`config.mk`:
```
export PLATFORM = sky130hd
export DESIGN_NAME = hci_uart_rx_deframer_credits
export DESIGN_NICKNAME = d
export VERILOG_FILES = /design/src/rtl/hciu_pkg.sv /design/src/rtl/hciu_front.sv /design/src/rtl/hciu_fifo.sv /design/src/rtl/hciu_back.sv /design/src/rtl/hci_uart_rx_deframer_credits.sv
export SDC_FILE = /design/constraint.sdc
export NUM_CORES = 1
export LEC_CHECK = 0
export ABC_AREA = 0
export BUFFER_PORTS_ARGS = -buffer_cell sky130_fd_sc_hd__buf_2
export CORE_MARGIN = 2
export CORE_UTILIZATION = 55
export DETAILED_ROUTE_END_ITERATION = 8
export PLACE_DENSITY_LB_ADDON = 0.05
export SYNTH_ARGS = -nofsm -noshare
export SYNTH_HDL_FRONTEND = slang
export SYNTH_HIERARCHICAL = 1
export SYNTH_SLANG_ARGS = --single-unit
```
`constraint.sdc`:
```
create_clock -name clk_i -period 13.4 [get_ports clk_i]
set_input_delay 1.34 -clock clk_i [delete_from_list [all_inputs] [get_ports clk_i]]
set_output_delay 1.34 -clock clk_i [all_outputs]
set_load 0.02 [all_outputs]
```
`src/rtl/hciu_pkg.sv`:
```
// ----------------------------------------------------------------------------
// hciu_pkg
// Types and constants shared by the HCI UART receive deframer.
// ----------------------------------------------------------------------------
package hciu_pkg;

  localparam int unsigned OffW   = 17;
  localparam int unsigned CfgIdxW = 3;

  localparam logic [7:0]  AclHdrLen  = 8'd5;
  localparam logic [7:0]  EvtHdrLen  = 8'd3;
  localparam logic [15:0] OpcodeNone = 16'hFFFF;
  localparam logic [7:0]  StatusNone = 8'hFF;

  typedef enum logic [1:0] {
    KIND_RX       = 2'd0,
    KIND_ACL_SENT = 2'd1,
    KIND_CMD_SENT = 2'd2,
    KIND_UNUSED   = 2'd3
  } kind_e;

  typedef enum logic [CfgIdxW-1:0] {
    CFG_MAX_PENDING  = 3'd0,
    CFG_ACL_TYPE     = 3'd1,
    CFG_EVT_TYPE     = 3'd2,
    CFG_CMD_COMPLETE = 3'd3,
    CFG_NUM_COMPLETED = 3'd4
  } cfg_idx_e;

  typedef struct packed {
    kind_e      kind;
    logic [7:0] rx_byte;
  } in_t;

  typedef struct packed {
    logic [7:0]      data_byte;
    logic            packet_is_event;
    logic [OffW-1:0] byte_offset;
    logic            last_of_packet;
    logic [7:0]      pending_count;
    logic            credit_available;
    logic [15:0]     cmd_opcode;
    logic [7:0]      cmd_status;
  } out_t;

  typedef struct packed {
    logic [7:0] acl_type;
    logic [7:0] evt_type;
    logic [7:0] cmd_complete;
    logic [7:0] num_completed;
  } front_cfg_t;

  // Classified transfer handed from the framer to the accounting stage.
  typedef struct packed {
    logic [7:0]      data_byte;
    logic            is_event;
    logic [OffW-1:0] offset;
    logic            last;
    logic            inc_pending;
    logic            clr_latch;
    logic            dec_pending;
    logic [15:0]     dec_count;
    logic            set_latch;
    logic [15:0]     opcode;
    logic [7:0]      status;
  } op_t;

endpackage

```
`src/rtl/hciu_front.sv`:
```
// ----------------------------------------------------------------------------
// hciu_front
// H4 framer: tracks packet offsets and lengths and classifies each transfer.
// ----------------------------------------------------------------------------
module hciu_front import hciu_pkg::*; (
  input  logic       clk_i,
  input  logic       rst_ni,
  input  front_cfg_t cfg_i,
  input  logic       accept_i,
  input  in_t        in_i,
  output logic       emit_o,
  output op_t        op_o
);

  logic [OffW-1:0] count_q, count_d;
  logic            kind_q, kind_d;
  logic [7:0]      len_lo_q, len_lo_d;
  logic [OffW-1:0] total_q, total_d;
  logic [7:0]      evt_code_q, evt_code_d;
  logic [7:0]      handle_q, handle_d;
  logic [7:0]      pair_lo_q, pair_lo_d;
  logic [15:0]     stg_op_q, stg_op_d;
  logic [7:0]      stg_st_q, stg_st_d;

  logic [OffW-1:0] off;
  logic [OffW-1:0] rel;
  logic [OffW:0]   off_p1;
  logic [7:0]      b;
  logic            last;

  assign off    = count_q;
  assign b      = in_i.rx_byte;
  assign rel    = off - OffW'(4);
  assign off_p1 = {1'b0, off} + (OffW+1)'(1);

  always_comb begin
    count_d    = count_q;
    kind_d     = kind_q;
    len_lo_d   = len_lo_q;
    total_d    = total_q;
    evt_code_d = evt_code_q;
    handle_d   = handle_q;
    pair_lo_d  = pair_lo_q;
    stg_op_d   = stg_op_q;
    stg_st_d   = stg_st_q;
    last       = 1'b0;
    emit_o     = 1'b0;
    op_o       = '0;
    op_o.data_byte = b;

    case (in_i.kind)
      KIND_ACL_SENT: begin
        emit_o           = 1'b1;
        op_o.data_byte   = '0;
        op_o.inc_pending = 1'b1;
      end
      KIND_CMD_SENT: begin
        emit_o         = 1'b1;
        op_o.data_byte = '0;
        op_o.clr_latch = 1'b1;
      end
      KIND_RX: begin
        if (off == '0) begin
          if (b == cfg_i.acl_type || b == cfg_i.evt_type) begin
            kind_d        = (b != cfg_i.acl_type);
            total_d       = '0;
            count_d       = OffW'(1);
            emit_o        = 1'b1;
            op_o.is_event = (b != cfg_i.acl_type);
          end
        end else begin
          emit_o = 1'b1;
          if (!kind_q) begin
            if (off == OffW'(3)) begin
              len_lo_d = b;
            end else if (off == OffW'(4)) begin
              total_d = OffW'(AclHdrLen) + OffW'({b, len_lo_q});
            end
            last = (off >= OffW'(4)) && (off_p1 >= {1'b0, total_d});
          end else begin
            if (off == OffW'(1)) begin
              evt_code_d = b;
            end else if (off == OffW'(2)) begin
              len_lo_d = b;
              total_d  = OffW'(EvtHdrLen) + OffW'(b);
            end else if (off == OffW'(3)) begin
              handle_d = b;
            end
            if (off == OffW'(4)) begin
              stg_op_d[7:0] = b;
            end else if (off == OffW'(5)) begin
              stg_op_d[15:8] = b;
            end else if (off == OffW'(6)) begin
              stg_st_d = b;
            end
            if (evt_code_d == cfg_i.num_completed && off >= OffW'(4)) begin
              if (rel[1:0] == 2'd2) begin
                pair_lo_d = b;
              end else if (rel[1:0] == 2'd3 &&
                           rel[OffW-1:2] < (OffW-2)'(handle_d)) begin
                op_o.dec_pending = 1'b1;
                op_o.dec_count   = {b, pair_lo_q};
              end
            end
            last = (off >= OffW'(2)) && (off_p1 >= {1'b0, total_d});
            if (last && evt_code_d == cfg_i.cmd_complete && len_lo_d >= 8'd4) begin
              op_o.set_latch = 1'b1;
              op_o.opcode    = stg_op_d;
              op_o.status    = stg_st_d;
            end
          end
          count_d       = last ? '0 : off_p1[OffW-1:0];
          op_o.is_event = kind_q;
          op_o.offset   = off;
          op_o.last     = last;
        end
      end
      default: begin
      end
    endcase
  end

  always_ff @(posedge clk_i or negedge rst_ni) begin
    if (!rst_ni) begin
      count_q    <= '0;
      kind_q     <= 1'b0;
      len_lo_q   <= '0;
      total_q    <= '0;
      evt_code_q <= '0;
      handle_q   <= '0;
      pair_lo_q  <= '0;
      stg_op_q   <= '0;
      stg_st_q   <= '0;
    end else if (accept_i) begin
      count_q    <= count_d;
      kind_q     <= kind_d;
      len_lo_q   <= len_lo_d;
      total_q    <= total_d;
      evt_code_q <= evt_code_d;
      handle_q   <= handle_d;
      pair_lo_q  <= pair_lo_d;
      stg_op_q   <= stg_op_d;
      stg_st_q   <= stg_st_d;
    end
  end

endmodule

```
`src/rtl/hciu_fifo.sv`:
```
// ----------------------------------------------------------------------------
// hciu_fifo
// Small register queue of classified transfers between framer and back end.
// ----------------------------------------------------------------------------
module hciu_fifo import hciu_pkg::*; #(
  parameter int unsigned Depth = 2
) (
  input  logic clk_i,
  input  logic rst_ni,
  input  logic wr_i,
  input  op_t  wdata_i,
  output logic full_o,
  input  logic rd_i,
  output logic empty_o,
  output op_t  rdata_o
);

  localparam int unsigned PtrW = (Depth > 1) ? $clog2(Depth) : 1;
  localparam int unsigned CntW = $clog2(Depth + 1);

  op_t             mem_q [Depth];
  logic [PtrW-1:0] wptr_q, rptr_q;
  logic [CntW-1:0] cnt_q;
  logic            do_wr, do_rd;

  assign full_o  = (cnt_q == CntW'(Depth));
  assign empty_o = (cnt_q == '0);
  assign do_wr   = wr_i && !full_o;
  assign do_rd   = rd_i && !empty_o;
  assign rdata_o = mem_q[rptr_q];

  always_ff @(posedge clk_i) begin
    if (do_wr) begin
      mem_q[wptr_q] <= wdata_i;
    end
  end

  always_ff @(posedge clk_i or negedge rst_ni) begin
    if (!rst_ni) begin
      wptr_q <= '0;
      rptr_q <= '0;
      cnt_q  <= '0;
    end else begin
      if (do_wr) begin
        wptr_q <= (wptr_q == PtrW'(Depth - 1)) ? '0 : wptr_q + PtrW'(1);
      end
      if (do_rd) begin
        rptr_q <= (rptr_q == PtrW'(Depth - 1)) ? '0 : rptr_q + PtrW'(1);
      end
      if (do_wr && !do_rd) begin
        cnt_q <= cnt_q + CntW'(1);
      end else if (do_rd && !do_wr) begin
        cnt_q <= cnt_q - CntW'(1);
      end
    end
  end

endmodule

```
`src/rtl/hciu_back.sv`:
```
// ----------------------------------------------------------------------------
// hciu_back
// Credit and Command Complete bookkeeping; holds the result register.
// ----------------------------------------------------------------------------
module hciu_back import hciu_pkg::*; (
  input  logic       clk_i,
  input  logic       rst_ni,
  input  logic [7:0] max_pending_i,
  input  logic       op_valid_i,
  input  op_t        op_i,
  output logic       op_take_o,
  output logic       empty_o,
  input  logic       pop_i,
  output out_t       out_o
);

  logic [7:0]  pend_q, pend_d;
  logic [15:0] lat_op_q, lat_op_d;
  logic [7:0]  lat_st_q, lat_st_d;
  logic        out_vld_q;
  out_t        out_q, out_d;

  assign empty_o   = !out_vld_q;
  assign op_take_o = op_valid_i && (!out_vld_q || pop_i);
  assign out_o     = out_q;

  always_comb begin
    pend_d   = pend_q;
    lat_op_d = lat_op_q;
    lat_st_d = lat_st_q;
    if (op_i.inc_pending && pend_q != 8'hFF) begin
      pend_d = pend_q + 8'd1;
    end
    if (op_i.dec_pending) begin
      if (op_i.dec_count != '0 && {8'd0, pend_q} > op_i.dec_count) begin
        pend_d = pend_q - op_i.dec_count[7:0];
      end else begin
        pend_d = '0;
      end
    end
    if (op_i.clr_latch) begin
      lat_op_d = OpcodeNone;
      lat_st_d = StatusNone;
    end
    if (op_i.set_latch) begin
      lat_op_d = op_i.opcode;
      lat_st_d = op_i.status;
    end
    out_d.data_byte        = op_i.data_byte;
    out_d.packet_is_event  = op_i.is_event;
    out_d.byte_offset      = op_i.offset;
    out_d.last_of_packet   = op_i.last;
    out_d.pending_count    = pend_d;
    out_d.credit_available = (pend_d < max_pending_i);
    out_d.cmd_opcode       = lat_op_d;
    out_d.cmd_status       = lat_st_d;
  end

  always_ff @(posedge clk_i or negedge rst_ni) begin
    if (!rst_ni) begin
      pend_q    <= '0;
      lat_op_q  <= OpcodeNone;
      lat_st_q  <= StatusNone;
      out_vld_q <= 1'b0;
    end else begin
      if (op_take_o) begin
        pend_q    <= pend_d;
        lat_op_q  <= lat_op_d;
        lat_st_q  <= lat_st_d;
        out_vld_q <= 1'b1;
      end else if (pop_i) begin
        out_vld_q <= 1'b0;
      end
    end
  end

  always_ff @(posedge clk_i) begin
    if (op_take_o) begin
      out_q <= out_d;
    end
  end

endmodule

```
`src/rtl/hci_uart_rx_deframer_credits.sv`:
```
// ----------------------------------------------------------------------------
// hci_uart_rx_deframer_credits
// H4 receive deframer with ACL credit accounting and Command Complete latch.
// ----------------------------------------------------------------------------
//  channel   | signals                          | transfer when
//  ----------+----------------------------------+------------------------------
//  input     | push, full, in_data_i            | push && !full
//  result    | empty, pop, out_data_o           | pop && !empty
//  config    | cfg_we_i, cfg_idx_i, cfg_wdata_i | cfg_we_i
//
// One item per cycle sustained while full stays low. An input transfer
// writes its entry into the queue; the entry moves into the result register
// once that register is empty or being popped, and the result can then
// transfer. full rises once the queue holds QueueDepth items while the
// result register is not popped. Reset loads the register defaults and
// empties the queue and the result register; no clearing pass is needed.
// ----------------------------------------------------------------------------
module hci_uart_rx_deframer_credits import hciu_pkg::*; #(
  parameter int unsigned QueueDepth = 2
) (
  input  logic               clk_i,
  input  logic               rst_ni,
  input  logic               push,
  output logic               full,
  input  in_t                in_data_i,
  output logic               empty,
  input  logic               pop,
  output out_t               out_data_o,
  input  logic               cfg_we_i,
  input  logic [CfgIdxW-1:0] cfg_idx_i,
  input  logic [7:0]         cfg_wdata_i
);

  logic [7:0] max_pend_q;
  front_cfg_t fcfg_q;

  logic accept, emit, q_empty, q_take;
  op_t  f_op, q_op;

  always_ff @(posedge clk_i or negedge rst_ni) begin
    if (!rst_ni) begin
      max_pend_q           <= 8'd1;
      fcfg_q.acl_type      <= 8'd2;
      fcfg_q.evt_type      <= 8'd4;
      fcfg_q.cmd_complete  <= 8'd14;
      fcfg_q.num_completed <= 8'd19;
    end else if (cfg_we_i) begin
      unique case (cfg_idx_i)
        CFG_MAX_PENDING:   max_pend_q           <= cfg_wdata_i;
        CFG_ACL_TYPE:      fcfg_q.acl_type      <= cfg_wdata_i;
        CFG_EVT_TYPE:      fcfg_q.evt_type      <= cfg_wdata_i;
        CFG_CMD_COMPLETE:  fcfg_q.cmd_complete  <= cfg_wdata_i;
        CFG_NUM_COMPLETED: fcfg_q.num_completed <= cfg_wdata_i;
        default: begin
        end
      endcase
    end
  end

  assign accept = push && !full;

  hciu_front u_front (
    .clk_i,
    .rst_ni,
    .cfg_i    (fcfg_q),
    .accept_i (accept),
    .in_i     (in_data_i),
    .emit_o   (emit),
    .op_o     (f_op)
  );

  hciu_fifo #(
    .Depth (QueueDepth)
  ) u_fifo (
    .clk_i,
    .rst_ni,
    .wr_i    (accept && emit),
    .wdata_i (f_op),
    .full_o  (full),
    .rd_i    (q_take),
    .empty_o (q_empty),
    .rdata_o (q_op)
  );

  hciu_back u_back (
    .clk_i,
    .rst_ni,
    .max_pending_i (max_pend_q),
    .op_valid_i    (!q_empty),
    .op_i          (q_op),
    .op_take_o     (q_take),
    .empty_o       (empty),
    .pop_i         (pop),
    .out_o         (out_data_o)
  );

endmodule

```
* Word level (Yosys, flattened, before mapping)
Memory sizes are Yosys's and may differ from the RTL's.
Cells that the tools add are included.
** Word-level totals
- Input bits :: 26
- Memories kept :: 1
- Word-level logic and storage cells :: 186
- Register bits after elaboration :: 228
- RAM bits :: 142
- Output and inout port bits :: 62
** Memory list
- u_fifo.mem_q :: depth 2, width 71, rd ports 1, clocked after memory_dff 0, write ports 1, line hciu_fifo.sv:21 : op_t mem_q [Depth];
** Operators by class
- Bitwise logic cells :: 1
- Add/subtract/negate cells :: 10
- Eq/ne operators :: 22
- Reduce and logical (&&, ||, !) cells :: 41
- Magnitude comparators :: 8
- Mux-type cells :: 74
** Operators by type and width (count)
- 17-bit 2-to-1 mux :: 19
- 8-bit 2-to-1 mux :: 29
- 42-bit 2-to-1 mux :: 3
- 17-bit by 3-bit == test with 1-bit output, second input constant :: 3
- 18-bit by 17-bit >= comparator with 1-bit output :: 2
- 17-bit by 2-bit == test with 1-bit output, second input constant :: 2
- 8-bit == test :: 4
- 16-bit 2-to-1 mux :: 2
- 25-bit 2-to-1 mux :: 1
- 19-bit 2-to-1 mux :: 1
- 17-bit by 1-bit adder with 18-bit output, second input constant :: 1
- 18-bit 2-to-1 mux :: 1
- 3-bit by 16-bit adder with 17-bit output, first input constant :: 1
- 17-bit by 1-bit == test with 1-bit output, second input constant :: 1
- 17-bit by 2-bit >= comparator with 1-bit output, second input constant :: 1
- 17-bit by 3-bit >= comparator with 1-bit output, second input constant :: 1
- 17-bit logical NOT :: 1
- 17-bit by 3-bit subtractor with 17-bit output, second input constant :: 1
- 8-bit by 16-bit > comparator with 1-bit output :: 1
- 16-bit nonzero test :: 1
- 1-bit logical AND :: 15
- 15-bit by 8-bit < comparator with 1-bit output :: 1
- 1-bit 2-to-1 mux :: 15
- 4-bit AND reduction :: 3
- 28 further kinds :: 46

* Longest topological paths before layout
- Depth in word-level cells :: 15
- Gate-level depth with buffers :: 20
- Depth with buffers taken out :: 15

* By module
The synthesis kept the hierarchy.
** Modules (own cells, without submodules)
- hciu_front :: cells an instance 907, area an instance 7662.3 µm², instances 1
- hciu_fifo :: cells an instance 240, area an instance 5670.4 µm², instances 1
- hciu_back :: cells an instance 359, area an instance 4332.9 µm², instances 1
- hci_uart_rx_deframer_credits :: cells an instance 91, area an instance 1559.0 µm², instances 1

* Worst setup path before layout
Ideal clock, no wire load.
- Kind :: input-to-reg
- From :: input port in_data_i[5] (netlist name)
- To :: memory u_fifo/mem_q[0][0] (netlist name) (enable)
- Setup slack :: 7405 ps
- Stages :: 9
- Buffers on the path :: 1
- Data arrival time :: 5494 ps
- Required time :: 12900 ps
- Cell sequence :: clkbuf_1 -> xnor2_1 -> nand4_1 -> nor2_1 -> o31ai_1 -> a21oi_1 -> and2_1 -> nand2_1 -> nor2_1
** Between the ends
- Word-level cells in the longest chain between the ends :: 9
** RTL lines
- start, declared :: line hci_uart_rx_deframer_credits.sv:25 : input in_t in_data_i,
- 8-bit == test :: line hciu_front.sv:64 : if (b == cfg_i.acl_type || b == cfg_i.evt_type) begin
- 1-bit logical OR (*) :: line hciu_front.sv:64
- 1-bit 2-to-1 mux (*) :: line hciu_front.sv:64
- 1-bit 2-to-1 mux (*) :: line hciu_front.sv:63 : if (off == '0) begin
- 1-bit one-hot mux with 2 select lines (*) :: line hciu_front.sv:51 : case (in_i.kind)
- via emit :: line hci_uart_rx_deframer_credits.sv:37 : logic accept, emit, q_empty, q_take;
- 1-bit logical AND (*) :: line hci_uart_rx_deframer_credits.sv:77 : .wr_i (accept && emit),
- 1-bit logical AND (*) :: line hciu_fifo.sv:28 : assign do_wr = wr_i && !full_o;
- 1-bit 2-to-1 mux (*) :: line hciu_fifo.sv:33 : if (do_wr) begin
- 1-bit 2-to-1 mux (not written as such) (*) :: line hciu_fifo.sv:34 : mem_q[wptr_q] <= wdata_i;
- end, declared :: line hciu_fifo.sv:21
The timed path passes the listed nets; every way through them passes the cells marked *.

==> results.yml <==
sta:
  rsz_0062_raised_after_global_routing: "no"
  setup_viol: 0
  final-max-slew-violation-count: 0
  max_slew.worst_pin.slew_ns: 1.33
  setup_total_negative_slack_ns: 0
  fin_crit_ns: 5.48
  final_hold_viol_count: 0
  max_slew_headroom: 0.107
  period_share: 0.409
  achievable-frequency_mhz: 183
  finClkSkew_ns: 0.0222
clocking:
  post_cts_hold_buffer_count: 0
  post_cts.resized_instances: 0
  cts_post_setup_buffers_inserted: 0
  worst_skew_pair.late_latency_ns: 0.56
  cts.path.max_buffers: 3
  clk_pin_slew_worst_paths_ns: 0.06
  root_driver: "clkbuf_16"
  clock_sinks: 370
  cts_htree_levels: 2
  cts-buffers-inserted: 40
  tritoncts: "yes"
power_and_ir_drop:
  power_leakage_nw: 8.56
  post-layout-total-power_mw: 4.12
  vdd_drop_max_v: 0.000136
  power_density_relative_to_cell_area_nw_per_um2: 194
drt:
  via_per_inst: 5.84
  via_count: 12500
  drt_pre_antenna_iters: 6
  drc: 0
  avgRoutedWirePerCell_um: 20.3
  routed_wirelength_mm: 43.4
  detail_route.iter0.violations: 662
  antenna_left: 0
setup_path:
  critical_path_class: "reg2reg"
  timing.critical_path.cells: "inv_1 -> ha_1 -> nor4b_1 -> and4_1 -> nand2_1 -> nor4_1 -> a21oi_1 -> ha_1 -> a211oi_1 -> nor2_1 -> o41ai_1 -> a31oi_1 -> nand4_1 -> buf_4 -> nor2_1"
  crit_path_top_delay_cell: "and4_1"
  critPathCaptureType: "register"
  required_time_of_the_critical_path_ns: 13.69
  setup.worst_path.start_class: "register"
  largest_stage_delay_on_the_critical_path_ns: 0.82
  arrival_ns: 5.76
  critical_path_buf_inv_count: 2
  worst_path_dominant_cell_family: "simple AND/OR/NAND/NOR gates"
  critPathMaxFanout: 25
floorplan:
  ios: 88
  die_w_um: 191
  fp.dieArea_um2: 36500
  area_of_the_core_um2: 34500
  rows: 68
  start_util: 0.558
  die_span_in_y_um: 191
placed_design:
  place.gp.congestion: 0.896
  placedInstanceArea_um2: 19900
  port_buffers: 87
  place.detailed.hpwl_mm: 28.8
  placed_cells_incl_taps: 2063
finish:
  multi_input_comb_area_um2: 8240
  layout.area.seq_um2: 10300
  post_route_cells_drive_above_1_share: 0.234
  area_delta_synth_final_pct: 10.2
  fill_cells: 2795
  num-nets-final: 1750
  final_design_area_no_fill_um2: 21200
  ant_diodes: 0
  finalNonFillerCells: 2137
global_routing:
  grt.total_usage: 0.242
  grt_antenna_before_repair: 1
  grt_start_max_net_pins: 105
  grt_pass1_wl_mm: 68.2
  grt.met3_usage: 0.0341
  groute.layer.met1.usage: 0.344
  first_global_vias: 12200
  gr-usage-met2: 0.389
  globalRoute.busiestLayer: "met2"
  total_overflow_reported_by_the_global_router: 0
synth:
  netlist-cell-type-count: 89
  synth.top_cells.by_area: "edfxtp_1 32%, dfrtp_1 18%, mux2_2 5.6%"
  ys_dominant_reg_cell: "edfxtp_1"
  total_of_flip_flops_plus_latches_after_synthesis: 370
  asyncSetResetFlopFracSynth: 0.454
  synth_edf_count: 202
  syn_area_per_cell_um2: 12.0
  yosysWarnings: 6
  synth_cells: 1597
  synth_top_area_share: 0.316
  synth.net_count: 1697
  netlist_area_um2: 19200
  synthDominantAreaCellType: "edfxtp_1"
  synth_seq_area_share: 0.536
flow_run:
  max_cap_violations: 0
worst_hold_path:
  hold_class: "reg2reg"
status:
  run_status: "complete, no violations"
[final timing paths]
kind                                                    to                            start  slack (ns)  depth (start not counted)
setup / recovery             u_fifo/mem_q[1][21]$_DFFE_PP_   u_front/count_q[2]$_DFFE_PN0P_        7.92                         15
hold / removal             u_front/handle_q[7]$_DFFE_PN0P_  u_front/handle_q[7]$_DFFE_PN0P_        0.48                          2
min in group asynchronous  u_front/total_q[11]$_DFFE_PN0P_                           rst_ni        0.90                          1
max in group asynchronous        u_fifo/rptr_q$_DFFE_PN0P_                           rst_ni       10.89                          2
setup reg to reg             u_fifo/mem_q[1][21]$_DFFE_PP_   u_front/count_q[2]$_DFFE_PN0P_        7.92                         15
hold reg to reg            u_front/handle_q[7]$_DFFE_PN0P_  u_front/handle_q[7]$_DFFE_PN0P_        0.48                          2
[cell families after synthesis]
family / after synthesis / synth area share
AOI/OAI and AO/OA: 255 / 0.0875
xor gates and xnor gates: 80 / 0.0364
adders and majority gates: 74 / 0.0486
buffers and inverters: 138 / 0.0355
DFF: 370 / 0.536
muxes: 211 / 0.134
and+or+nand+nor: 469 / 0.121
[layout make-up]
type / instances / share of cell area
clock buffer: 60 / 0.0561
timing repair buffer: 100 / 0.0255
inverter: 49 / 0.00874
multi-input combinational: 1089 / 0.389
sequential: 370 / 0.487
clock inverter: 14 / 0.00667
tap: 455 / 0.0269
[state kept, by name, summed over array words and instances (netlist names), 8 cells and up]
signal              flops
u_front/evt_code_q      8
u_front/handle_q        8
u_front/pair_lo_q       8
fcfg_q                 32
u_back/pend_q           8
u_back/out_o           60
u_front/total_q        17
max_pend_q              8
u_front/len_lo_q        8
u_back/lat_st_q         8
u_front/stg_st_q        8
u_fifo/mem_q          142
u_front/stg_op_q       16
u_back/lat_op_q        16
u_front/count_q        17
[metal layers]
layer,vias to the layer above,part of all wire
met5,-,0
met4,0,0.020
met3,64,0.040
met2,276,0.47
met1,6202,0.47
li1,5931,-
[cell usage after synthesis (34+ instances only)]
| master | number |
|---|---|
| o21ai_0 | 68 |
| edfxtp_1 | 202 |
| and2_1 | 34 |
| mux2_2 | 96 |
| xnor2_1 | 61 |
| a21oi_1 | 61 |
| dfrtp_1 | 135 |
| inv_1 | 43 |
| mux2_4 | 69 |
| ha_1 | 73 |
| clkbuf_1 | 62 |
| nand4_1 | 34 |
| nor2_1 | 134 |
| mux2i_1 | 40 |
| nand2_1 | 133 |
[per-stage QoR]
stage          setup WS (ns)  utilization  hold WS [ns]
2_1_floorplan           7.41            -         0.449
3_3_place_gp            7.93        0.576         0.461
3_5_place_dp            7.90        0.576         0.472
4_1_cts                 8.00        0.615         0.484
5_1_grt                 7.53        0.615         0.503
6_report                7.92        0.615         0.483
[worst min-delay path, delay by kind of cell (launching register included)]
| kind | cells | cell delay, ns |
|---|---|---|
| flip-flops | 1 | 0.34 |
| AO/OA/AOI/OAI | 1 | 0.06 |
| AND/OR/NAND/NOR | 1 | 0.04 |
[power breakdown]
part / leakage, nW / total (mW) / internal, mW / switching, mW
clock network: 0.645 / 1.10 / 0.656 / 0.447
logic: 3.88 / 1.35 / 0.559 / 0.792
registers: 4.04 / 1.66 / 1.52 / 0.140
[cell usage in the layout, fill, tap and decap left out, types with 60 or more instances in the layout]
cell type / n
dfrtp_1: 134
nand2_1: 133
mux2_2: 96
xnor2_1: 61
mux2_4: 69
ha_1: 73
buf_2: 86
nor2_1: 133
o21ai_0: 68
edfxtp_1: 202
a21oi_1: 60
Note: power is estimated with default switching activity, not from simulation.
